===== src/rtl/crt_pp_pkg.sv =====
// ----------------------------------------------------------------------------
// crt_pp_pkg
// Shared types and constants of the crt pixel post-processing pipeline.
// ----------------------------------------------------------------------------
package crt_pp_pkg;

  localparam int CHAN_W = 8;
  localparam int POS_W  = 12;
  localparam int INV_W  = 25;
  localparam int IDX_W  = 3;

  // product of position and reciprocal, and the normalized magnitude
  localparam int PROD_W = POS_W + INV_W;
  localparam int NORM_W = 18;
  localparam int SQ_W   = 2 * NORM_W;
  localparam int DIST_W = 20;
  localparam int COEF_W = 15;
  localparam int SCL_W  = 19;
  localparam int GAIN_W = 17;

  localparam logic [NORM_W-1:0] NORM_SAT = 18'd131072;
  localparam logic [GAIN_W-1:0] ONE_Q16  = 17'd65536;
  localparam logic [COEF_W-1:0] VIG_COEF = 15'd29491;
  localparam logic [DIST_W-1:0] DIST_MAX = 20'd524288;

  // x/10 as (x*6554)>>16, exact for x below 2048
  localparam logic [12:0] DIV10_RECIP = 13'd6554;

  localparam logic [9:0] DITHER_OFS = 10'd12;

  localparam logic [1:0] BAYER [2][2] = '{'{2'd0, 2'd2}, '{2'd3, 2'd1}};

  typedef enum logic [IDX_W-1:0] {
    REG_SCANLINES = 3'd0,
    REG_DITHER    = 3'd1,
    REG_VIGNETTE  = 3'd2,
    REG_INV_W     = 3'd3,
    REG_INV_H     = 3'd4
  } reg_idx_t;

  typedef struct packed {
    logic [CHAN_W-1:0] red;
    logic [CHAN_W-1:0] green;
    logic [CHAN_W-1:0] blue;
  } pix_t;

  typedef struct packed {
    logic scanlines;
    logic dither;
    logic vignette;
  } cfg_t;

endpackage


===== src/rtl/crt_pp_front.sv =====
// ----------------------------------------------------------------------------
// crt_pp_front
// First stage: position clamp, scanline dimming and the position by
// reciprocal products that start the vignette coordinates.
// ----------------------------------------------------------------------------
module crt_pp_front #(
  parameter int unsigned MAX_DIM = 4096
) (
  input  logic                                clk,
  input  logic                                rst,
  input  logic                                i_valid,
  output logic                                i_ready,
  input  crt_pp_pkg::pix_t                    i_pix,
  input  logic [crt_pp_pkg::POS_W-1:0]        i_x,
  input  logic [crt_pp_pkg::POS_W-1:0]        i_y,
  input  crt_pp_pkg::cfg_t                    cfg,
  input  logic [crt_pp_pkg::INV_W-1:0]        inv_w,
  input  logic [crt_pp_pkg::INV_W-1:0]        inv_h,
  output logic                                o_valid,
  input  logic                                o_ready,
  output crt_pp_pkg::pix_t                    o_pix,
  output logic                                o_x_lsb,
  output logic                                o_y_lsb,
  output logic [crt_pp_pkg::PROD_W-1:0]       o_px,
  output logic [crt_pp_pkg::PROD_W-1:0]       o_py
);

  localparam logic [crt_pp_pkg::POS_W-1:0] POS_LAST = crt_pp_pkg::POS_W'(MAX_DIM - 1);

  logic                           vld;
  logic                           en;
  logic [crt_pp_pkg::POS_W-1:0]   xc;
  logic [crt_pp_pkg::POS_W-1:0]   yc;
  logic                           dim;
  crt_pp_pkg::pix_t               pix_next;

  function automatic logic [crt_pp_pkg::CHAN_W-1:0] seven_tenths(
    input logic [crt_pp_pkg::CHAN_W-1:0] c
  );
    logic [10:0] c7;
    logic [23:0] p;
    begin
      c7 = ({3'b000, c} << 3) - {3'b000, c};
      p  = {13'd0, c7} * {11'd0, crt_pp_pkg::DIV10_RECIP};
      return p[23:16];
    end
  endfunction

  assign en      = !vld || o_ready;
  assign i_ready = en;
  assign o_valid = vld;

  always_comb begin
    xc = (32'(i_x) >= MAX_DIM) ? POS_LAST : i_x;
    yc = (32'(i_y) >= MAX_DIM) ? POS_LAST : i_y;
    dim = cfg.scanlines && !yc[0];
    pix_next = i_pix;
    if (dim) begin
      pix_next.red   = seven_tenths(i_pix.red);
      pix_next.green = seven_tenths(i_pix.green);
      pix_next.blue  = seven_tenths(i_pix.blue);
    end
  end

  always_ff @(posedge clk) begin
    if (rst) begin
      vld <= 1'b0;
    end else if (en) begin
      vld <= i_valid;
    end
  end

  always_ff @(posedge clk) begin
    if (en && i_valid) begin
      o_pix   <= pix_next;
      o_x_lsb <= xc[0];
      o_y_lsb <= yc[0];
      o_px    <= {{crt_pp_pkg::INV_W{1'b0}}, xc} * {{crt_pp_pkg::POS_W{1'b0}}, inv_w};
      o_py    <= {{crt_pp_pkg::INV_W{1'b0}}, yc} * {{crt_pp_pkg::POS_W{1'b0}}, inv_h};
    end
  end

endmodule


===== src/rtl/crt_pp_norm.sv =====
// ----------------------------------------------------------------------------
// crt_pp_norm
// Second stage: ordered dither of the pixel and the absolute normalized
// coordinates, saturated at 2.0 in Q16.
// ----------------------------------------------------------------------------
module crt_pp_norm (
  input  logic                                clk,
  input  logic                                rst,
  input  logic                                i_valid,
  output logic                                i_ready,
  input  crt_pp_pkg::pix_t                    i_pix,
  input  logic                                i_x_lsb,
  input  logic                                i_y_lsb,
  input  logic [crt_pp_pkg::PROD_W-1:0]       i_px,
  input  logic [crt_pp_pkg::PROD_W-1:0]       i_py,
  input  crt_pp_pkg::cfg_t                    cfg,
  output logic                                o_valid,
  input  logic                                o_ready,
  output crt_pp_pkg::pix_t                    o_pix,
  output logic [crt_pp_pkg::NORM_W-1:0]       o_ax,
  output logic [crt_pp_pkg::NORM_W-1:0]       o_ay
);

  localparam int T_W = crt_pp_pkg::PROD_W - 7;

  logic                                vld;
  logic                                en;
  logic [1:0]                          thr;
  crt_pp_pkg::pix_t                    pix_next;
  logic [crt_pp_pkg::NORM_W-1:0]       ax_next;
  logic [crt_pp_pkg::NORM_W-1:0]       ay_next;

  function automatic logic [crt_pp_pkg::CHAN_W-1:0] dither_chan(
    input logic [crt_pp_pkg::CHAN_W-1:0] c,
    input logic [1:0]                    t
  );
    logic signed [9:0] sum;
    logic [8:0]        q;
    begin
      sum = signed'({2'b00, c}) + signed'({5'b00000, t, 3'b000})
          - signed'(crt_pp_pkg::DITHER_OFS);
      q   = {sum[8:3], 3'b000};
      if (sum[9]) begin
        return '0;
      end else if (q > 9'd255) begin
        return 8'd255;
      end else begin
        return q[7:0];
      end
    end
  endfunction

  // |(2*pos*inv >> 8) - 1.0| in Q16, held at 2.0
  function automatic logic [crt_pp_pkg::NORM_W-1:0] norm_abs(
    input logic [crt_pp_pkg::PROD_W-1:0] p
  );
    logic [T_W-1:0] t;
    logic [T_W-1:0] a;
    begin
      t = p[crt_pp_pkg::PROD_W-1:7];
      a = (t >= T_W'(crt_pp_pkg::ONE_Q16)) ? t - T_W'(crt_pp_pkg::ONE_Q16)
                                            : T_W'(crt_pp_pkg::ONE_Q16) - t;
      if (a > T_W'(crt_pp_pkg::NORM_SAT)) begin
        return crt_pp_pkg::NORM_SAT;
      end else begin
        return a[crt_pp_pkg::NORM_W-1:0];
      end
    end
  endfunction

  assign en      = !vld || o_ready;
  assign i_ready = en;
  assign o_valid = vld;

  always_comb begin
    thr = crt_pp_pkg::BAYER[i_y_lsb][i_x_lsb];
    pix_next = i_pix;
    if (cfg.dither) begin
      pix_next.red   = dither_chan(i_pix.red, thr);
      pix_next.green = dither_chan(i_pix.green, thr);
      pix_next.blue  = dither_chan(i_pix.blue, thr);
    end
    ax_next = norm_abs(i_px);
    ay_next = norm_abs(i_py);
  end

  always_ff @(posedge clk) begin
    if (rst) begin
      vld <= 1'b0;
    end else if (en) begin
      vld <= i_valid;
    end
  end

  always_ff @(posedge clk) begin
    if (en && i_valid) begin
      o_pix <= pix_next;
      o_ax  <= ax_next;
      o_ay  <= ay_next;
    end
  end

  a_norm_sat: assert property (@(posedge clk) disable iff (rst)
    vld |-> (o_ax <= crt_pp_pkg::NORM_SAT) && (o_ay <= crt_pp_pkg::NORM_SAT))
    else $error("normalized coordinate above saturation");

endmodule


===== src/rtl/crt_pp_vig.sv =====
// ----------------------------------------------------------------------------
// crt_pp_vig
// Last three stages: squared radius, vignette gain, and the gain applied
// to each channel into the output register.
// ----------------------------------------------------------------------------
module crt_pp_vig (
  input  logic                                clk,
  input  logic                                rst,
  input  logic                                i_valid,
  output logic                                i_ready,
  input  crt_pp_pkg::pix_t                    i_pix,
  input  logic [crt_pp_pkg::NORM_W-1:0]       i_ax,
  input  logic [crt_pp_pkg::NORM_W-1:0]       i_ay,
  input  crt_pp_pkg::cfg_t                    cfg,
  output logic                                o_valid,
  input  logic                                o_ready,
  output crt_pp_pkg::pix_t                    o_pix
);

  localparam int MUL_W = crt_pp_pkg::DIST_W + crt_pp_pkg::COEF_W;
  localparam int OUT_W = crt_pp_pkg::CHAN_W + crt_pp_pkg::GAIN_W;

  logic                                v3;
  logic                                v4;
  logic                                v5;
  logic                                en3;
  logic                                en4;
  logic                                en5;
  crt_pp_pkg::pix_t                    pix3;
  crt_pp_pkg::pix_t                    pix4;
  logic [crt_pp_pkg::DIST_W-1:0]       rad_sq;
  logic [crt_pp_pkg::GAIN_W-1:0]       gain;
  logic [crt_pp_pkg::SQ_W-1:0]         sq_sum;
  logic [MUL_W-1:0]                    scl_prod;
  logic [crt_pp_pkg::SCL_W-1:0]        scl;
  logic [crt_pp_pkg::GAIN_W-1:0]       gain_next;

  function automatic logic [crt_pp_pkg::CHAN_W-1:0] apply_gain(
    input logic [crt_pp_pkg::CHAN_W-1:0] c,
    input logic [crt_pp_pkg::GAIN_W-1:0] g
  );
    logic [OUT_W-1:0] p;
    begin
      p = {{crt_pp_pkg::GAIN_W{1'b0}}, c} * {{crt_pp_pkg::CHAN_W{1'b0}}, g};
      return p[16 +: crt_pp_pkg::CHAN_W];
    end
  endfunction

  assign en5     = !v5 || o_ready;
  assign en4     = !v4 || en5;
  assign en3     = !v3 || en4;
  assign i_ready = en3;
  assign o_valid = v5;

  always_comb begin
    sq_sum = {{crt_pp_pkg::NORM_W{1'b0}}, i_ax} * {{crt_pp_pkg::NORM_W{1'b0}}, i_ax}
           + {{crt_pp_pkg::NORM_W{1'b0}}, i_ay} * {{crt_pp_pkg::NORM_W{1'b0}}, i_ay};
    scl_prod = {{crt_pp_pkg::COEF_W{1'b0}}, rad_sq}
             * {{crt_pp_pkg::DIST_W{1'b0}}, crt_pp_pkg::VIG_COEF};
    scl = scl_prod[16 +: crt_pp_pkg::SCL_W];
    if (!cfg.vignette) begin
      gain_next = crt_pp_pkg::ONE_Q16;
    end else if (scl < crt_pp_pkg::SCL_W'(crt_pp_pkg::ONE_Q16)) begin
      gain_next = crt_pp_pkg::ONE_Q16 - scl[crt_pp_pkg::GAIN_W-1:0];
    end else begin
      gain_next = '0;
    end
  end

  always_ff @(posedge clk) begin
    if (rst) begin
      v3 <= 1'b0;
      v4 <= 1'b0;
      v5 <= 1'b0;
    end else begin
      if (en3) begin
        v3 <= i_valid;
      end
      if (en4) begin
        v4 <= v3;
      end
      if (en5) begin
        v5 <= v4;
      end
    end
  end

  always_ff @(posedge clk) begin
    if (en3 && i_valid) begin
      pix3   <= i_pix;
      rad_sq <= sq_sum[16 +: crt_pp_pkg::DIST_W];
    end
    if (en4 && v3) begin
      pix4 <= pix3;
      gain <= gain_next;
    end
    if (en5 && v4) begin
      o_pix.red   <= apply_gain(pix4.red, gain);
      o_pix.green <= apply_gain(pix4.green, gain);
      o_pix.blue  <= apply_gain(pix4.blue, gain);
    end
  end

  a_dist_max: assert property (@(posedge clk) disable iff (rst)
    v3 |-> rad_sq <= crt_pp_pkg::DIST_MAX)
    else $error("squared radius out of range");

  a_gain_max: assert property (@(posedge clk) disable iff (rst)
    v4 |-> gain <= crt_pp_pkg::ONE_Q16)
    else $error("vignette gain above unity");

  a_gain_off: assert property (@(posedge clk) disable iff (rst)
    (en4 && v3 && !cfg.vignette) |=> gain == crt_pp_pkg::ONE_Q16)
    else $error("gain not unity with vignette off");

endmodule


===== src/rtl/crt_pixel_postprocess_core.sv =====
// ----------------------------------------------------------------------------
// crt_pixel_postprocess_core
// CRT-style pixel post-processing: scanline dimming, 2x2 ordered dither and
// radial vignette, applied in that order.
// ----------------------------------------------------------------------------
// One pixel enters per clock while in_stall is low; its word passes through the
// five register stages (clamp, scanline and coordinate products; dither and
// normalized coordinates; squared radius; vignette gain; gain multiply into
// the output register). Each stage holds its word while the next one cannot
// take it, so a stall on the output stops only the stages behind a full stage
// and empty slots close up. Configuration is written through the plain write
// port and takes effect for words accepted after the write; write only with
// the pipeline empty. No clearing pass is needed after reset.
module crt_pixel_postprocess_core #(
  parameter int unsigned MAX_DIM = 4096
) (
  input  logic                                clk,
  input  logic                                rst,
  input  logic                                wr_en,
  input  logic [crt_pp_pkg::IDX_W-1:0]        wr_index,
  input  logic [crt_pp_pkg::INV_W-1:0]        wr_data,
  input  logic                                in_valid,
  output logic                                in_stall,
  input  logic [crt_pp_pkg::CHAN_W-1:0]       red_in,
  input  logic [crt_pp_pkg::CHAN_W-1:0]       green_in,
  input  logic [crt_pp_pkg::CHAN_W-1:0]       blue_in,
  input  logic [crt_pp_pkg::POS_W-1:0]        column,
  input  logic [crt_pp_pkg::POS_W-1:0]        row_index,
  output logic                                out_valid,
  input  logic                                out_stall,
  output logic [crt_pp_pkg::CHAN_W-1:0]       red_out,
  output logic [crt_pp_pkg::CHAN_W-1:0]       green_out,
  output logic [crt_pp_pkg::CHAN_W-1:0]       blue_out
);

  crt_pp_pkg::cfg_t                    cfg;
  logic [crt_pp_pkg::INV_W-1:0]        inv_w;
  logic [crt_pp_pkg::INV_W-1:0]        inv_h;

  crt_pp_pkg::pix_t                    pix_in;
  crt_pp_pkg::pix_t                    pix1;
  crt_pp_pkg::pix_t                    pix2;
  crt_pp_pkg::pix_t                    pix_out;
  logic                                rdy1;
  logic                                rdy2;
  logic                                rdy3;
  logic                                v1;
  logic                                v2;
  logic                                x_lsb1;
  logic                                y_lsb1;
  logic [crt_pp_pkg::PROD_W-1:0]       px1;
  logic [crt_pp_pkg::PROD_W-1:0]       py1;
  logic [crt_pp_pkg::NORM_W-1:0]       ax2;
  logic [crt_pp_pkg::NORM_W-1:0]       ay2;

  // configuration registers
  always_ff @(posedge clk) begin
    if (rst) begin
      cfg   <= '0;
      inv_w <= 25'd32768;
      inv_h <= 25'd32768;
    end else if (wr_en) begin
      case (crt_pp_pkg::reg_idx_t'(wr_index))
        crt_pp_pkg::REG_SCANLINES: begin
          cfg.scanlines <= wr_data[0];
        end
        crt_pp_pkg::REG_DITHER: begin
          cfg.dither <= wr_data[0];
        end
        crt_pp_pkg::REG_VIGNETTE: begin
          cfg.vignette <= wr_data[0];
        end
        crt_pp_pkg::REG_INV_W: begin
          inv_w <= wr_data;
        end
        crt_pp_pkg::REG_INV_H: begin
          inv_h <= wr_data;
        end
        default: begin
        end
      endcase
    end
  end

  assign pix_in.red   = red_in;
  assign pix_in.green = green_in;
  assign pix_in.blue  = blue_in;
  assign in_stall     = !rdy1;

  crt_pp_front #(
    .MAX_DIM (MAX_DIM)
  ) u_front (
    .clk     (clk),
    .rst     (rst),
    .i_valid (in_valid),
    .i_ready (rdy1),
    .i_pix   (pix_in),
    .i_x     (column),
    .i_y     (row_index),
    .cfg     (cfg),
    .inv_w   (inv_w),
    .inv_h   (inv_h),
    .o_valid (v1),
    .o_ready (rdy2),
    .o_pix   (pix1),
    .o_x_lsb (x_lsb1),
    .o_y_lsb (y_lsb1),
    .o_px    (px1),
    .o_py    (py1)
  );

  crt_pp_norm u_norm (
    .clk     (clk),
    .rst     (rst),
    .i_valid (v1),
    .i_ready (rdy2),
    .i_pix   (pix1),
    .i_x_lsb (x_lsb1),
    .i_y_lsb (y_lsb1),
    .i_px    (px1),
    .i_py    (py1),
    .cfg     (cfg),
    .o_valid (v2),
    .o_ready (rdy3),
    .o_pix   (pix2),
    .o_ax    (ax2),
    .o_ay    (ay2)
  );

  crt_pp_vig u_vig (
    .clk     (clk),
    .rst     (rst),
    .i_valid (v2),
    .i_ready (rdy3),
    .i_pix   (pix2),
    .i_ax    (ax2),
    .i_ay    (ay2),
    .cfg     (cfg),
    .o_valid (out_valid),
    .o_ready (!out_stall),
    .o_pix   (pix_out)
  );

  assign red_out   = pix_out.red;
  assign green_out = pix_out.green;
  assign blue_out  = pix_out.blue;

endmodule

===== config.mk =====
export PLATFORM = sky130hd
export DESIGN_NAME = crt_pixel_postprocess_core
export DESIGN_NICKNAME = d
export VERILOG_FILES = /design/src/rtl/crt_pp_pkg.sv /design/src/rtl/crt_pp_front.sv /design/src/rtl/crt_pp_norm.sv /design/src/rtl/crt_pp_vig.sv /design/src/rtl/crt_pixel_postprocess_core.sv
export SDC_FILE = /design/constraint.sdc
export NUM_CORES = 2
export LEC_CHECK = 0
export ABC_CLOCK_PERIOD_IN_PS = 15450
export BUFFER_PORTS_ARGS = -buffer_cell sky130_fd_sc_hd__clkbuf_2
export CORE_MARGIN = 4
export CORE_UTILIZATION = 34
export DETAILED_ROUTE_END_ITERATION = 16
export GPL_TIMING_DRIVEN = 0
export HOLD_SLACK_MARGIN = 0.06
export PLACE_DENSITY = 0.57
export RECOVER_POWER = 50
export SYNTH_ARGS = -nofsm -noshare
export SYNTH_HDL_FRONTEND = slang
export SYNTH_SLANG_ARGS = --single-unit

===== constraint.sdc =====
create_clock -name clk -period 15.45 [get_ports clk]
set_clock_uncertainty 0.15 [all_clocks]
set_input_delay 3.8625 -clock clk [delete_from_list [all_inputs] [get_ports clk]]
set_output_delay 3.8625 -clock clk [all_outputs]
set_load 0.02 [all_outputs]

==> results.yml <==
critical_path:
  slowest_stage: "o41ai_1"
  worstRegToRegCells: 25
  cpPeakStageDelay_ns: 0.60
  crit_fanout: 8
  worstReg2RegStart: "u_norm.o_ay[6]"
  regToRegSetupSlack_ns: 4.79
  crit_type: "primary input to flop"
  timing.rr.end: "u_vig.rad_sq[19]"
  worstSetupEndpointType: "flop"
  critPathLaunchType: "primary input"
  cp.arrival_ns: 11.27
  required_ns: 15.66
  cpMostUsedCell: "a21o_1"
yosys:
  ys.flop_type: "edfxtp_1"
  syn_nets: 9737
  yosysWarnings: 0
  synth.most_common_cell: "inv_1"
  avgSynthCellArea_um2: 9.54
  netlist_top_cells_area: "fa_1 (40%), ha_1 (14%), edfxtp_1 (11%), inv_1 (8.9%), nand2_1 (5.3%)"
  synth.top_cells.by_count: "inv_1 (1674), fa_1 (1419), nand2_1 (1007), ha_1 (810), and2_1 (510)"
  synth_largest_area_cell: "fa_1"
  ys_async_sr_fraction: 0
  ys_seq_area_frac: 0.124
  yosysTopAreaCellShare: 0.401
  synth.distinct_cells: 82
  syn_inst: 7427
  synth_edf_count: 255
  synth-seq-cells: 313
  netlist_area_um2: 70900
sta:
  slew-limit-headroom: -1.66
  worstMarginPinSlew_ns: 3.95
  period_needed_ns: 11.06
  grt_setup_unrepaired: "false"
  finalSetupViolCount: 0
  slew_viol_final: 87
  fin_crit_sh: 0.716
  hold_viol: 0
  tns_ns: 0
  fmax_ghz: 0.0904
clock_tree:
  clkSinkCount: 313
  path_clk_slew_ns: 0.06
  cts_root_buf: "clkbuf_16"
  cts_made_buffers: 41
  cts_tree: "yes"
  post_cts_buffers: 0
  htreeDepth: 2
  clockBufferDepth: 3
  insertion_delay_ns: 0.63
  cts-resized-gates: 0
  cts.hold.buffers_added: 0
global_routing:
  gr-usage-all-layers: 0.174
  grt_pass1_wl_um: 299000
  antenna_found_initial: 22
  grt_pass1_vias: 54000
  overflow: 0
  grt_max_degree: 32
cells_and_area:
  area_growth_pct: 7.78
  drive_above_1_share: 0.0242
  final_cells: 10400
  nets: 9889
  multi_input_area_um2: 54800
  seqCellArea_um2: 8820
  final.fill_count: 21200
hold_path:
  worst_hold_path.num_cells: 0
  worstHoldPathType: "flop to flop"
  whs_endpoint: "u_vig.pix4[18]"
  worstHoldStart: "u_vig.pix3[18]"
floorplan:
  die_w_um: 464
  io_pins: 107
  start_util: 0.342
  die_h_um: 464
  rows: 167
  coreArea_um2: 207000
  die_area_um2: 216000
routing:
  drc: 0
  wl_per_cell_um: 17.7
  viasPerCell: 4.78
  drtIter0Drc: 2833
  drt-total-wl_um: 184000
  dr_total_vias: 49700
  drt_pass1_iterations: 5
  ant_nets: 0
place:
  portBuffers: 102
  gp_congestion: 0.901
  dp.cells: 10300
  dp_hpwl_um: 158000
run_status:
  status: "complete, but fails checks"
  violations: "max-capacitance violations, max-slew violations"
job:
  drv_cap: 4
## sequential cells by signal, summed over array words and instances (netlist names)
signal	cells
cfg	3
inv_h	25
inv_w	25
u_front.o_pix	24
u_front.o_px	30
u_front.o_py	30
u_front.o_valid	1
u_front.o_x_lsb	1
u_front.o_y_lsb	1
u_norm.o_ax	18
u_norm.o_ay	18
u_norm.o_pix	24
u_norm.o_valid	1
u_vig.gain	17
u_vig.o_pix	24
u_vig.o_valid	1
u_vig.pix3	24
u_vig.pix4	24
u_vig.rad_sq	20
u_vig.v3	1
u_vig.v4	1
## logic make-up (layout without fill, tap and decap cells)
group                      Yosys count  count (layout)  synth area share
buffers and inverters             1930            2113             0.103
adders and majority gates         2229            2229             0.544
muxes                               17              17           0.00247
xor gates and xnor gates           259             259            0.0320
AOI/OAI and AO/OA                  606             606            0.0545
other                                0              10                 0
and+or+nand+nor                   2073            2073             0.140
DFF                                313             313             0.124
## final cells by class
type                       count  area share
multi-input combinational   5184       0.717
sequential                   313       0.115
inverter                    1674      0.0823
tap                         2788      0.0457
clock buffer                  51      0.0153
buffer                       256      0.0127
timing repair buffer         109     0.00750
clock inverter                23     0.00364
antenna                       10    0.000328
## worst max-delay path by stage
stage,startpoint,end,cells past startpoint,slack [ns]
2_1_floorplan,blue_in[1],u_front.o_pix[7],28,4.93
3_3_place_gp,blue_in[1],u_front.o_pix[7],29,3.87
3_5_place_dp,blue_in[1],u_front.o_pix[7],29,3.80
4_1_cts,blue_in[1],u_front.o_pix[7],29,4.45
5_1_grt,blue_in[1],u_front.o_pix[7],29,3.91
6_report,blue_in[1],u_front.o_pix[7],29,4.39
## metal layers
metal,part of all wire,vias to the layer above,wire [µm],global-route usage
met2,0.48,1187,88200,0.295
met4,0.022,20,3980,0.0347
met1,0.44,25200,81000,0.233
met3,0.059,251,10800,0.0309
li1,-,23000,-,-
met5,0.00077,-,141,0
## metrics by stage
stage | worst slack (ns) | hold WS [ns] | util | instance area [µm²]
global placement | 3.87 | 0.255 | 0.361 | 74800
finish | 4.39 | 0.267 | 0.368 | 76400
CTS | 4.45 | 0.267 | 0.369 | 76500
detailed placement | 3.80 | 0.255 | 0.362 | 75100
global route | 3.91 | 0.273 | 0.368 | 76300
floorplan | 4.93 | 0.250 | - | 70900
## worst max-delay path, delay by kind of cell
| kind | cells | cell delay [ns] |
|---|---|---|
| fa+ha+maj | 7 | 2.83 |
| compound gates | 13 | 3.17 |
| xor+xnor | 2 | 0.56 |
| buf+inv | 5 | 0.69 |
| simple gates | 2 | 0.17 |
## placed cells by master, fill, tap and decap left out, drive strengths merged, types with 78 or more instances in the layout
master	count
nor2	221
and2	510
a21o	78
xnor2	160
a21oi	198
inv	1681
ha	810
edfxtp	255
xor2	99
clkbuf	411
o21ai	120
fa	1419
nand2	1007
Power is left out: the tool's default activity adds up to more than one toggle a clock period on the data nets, which glitch-free logic cannot reach.
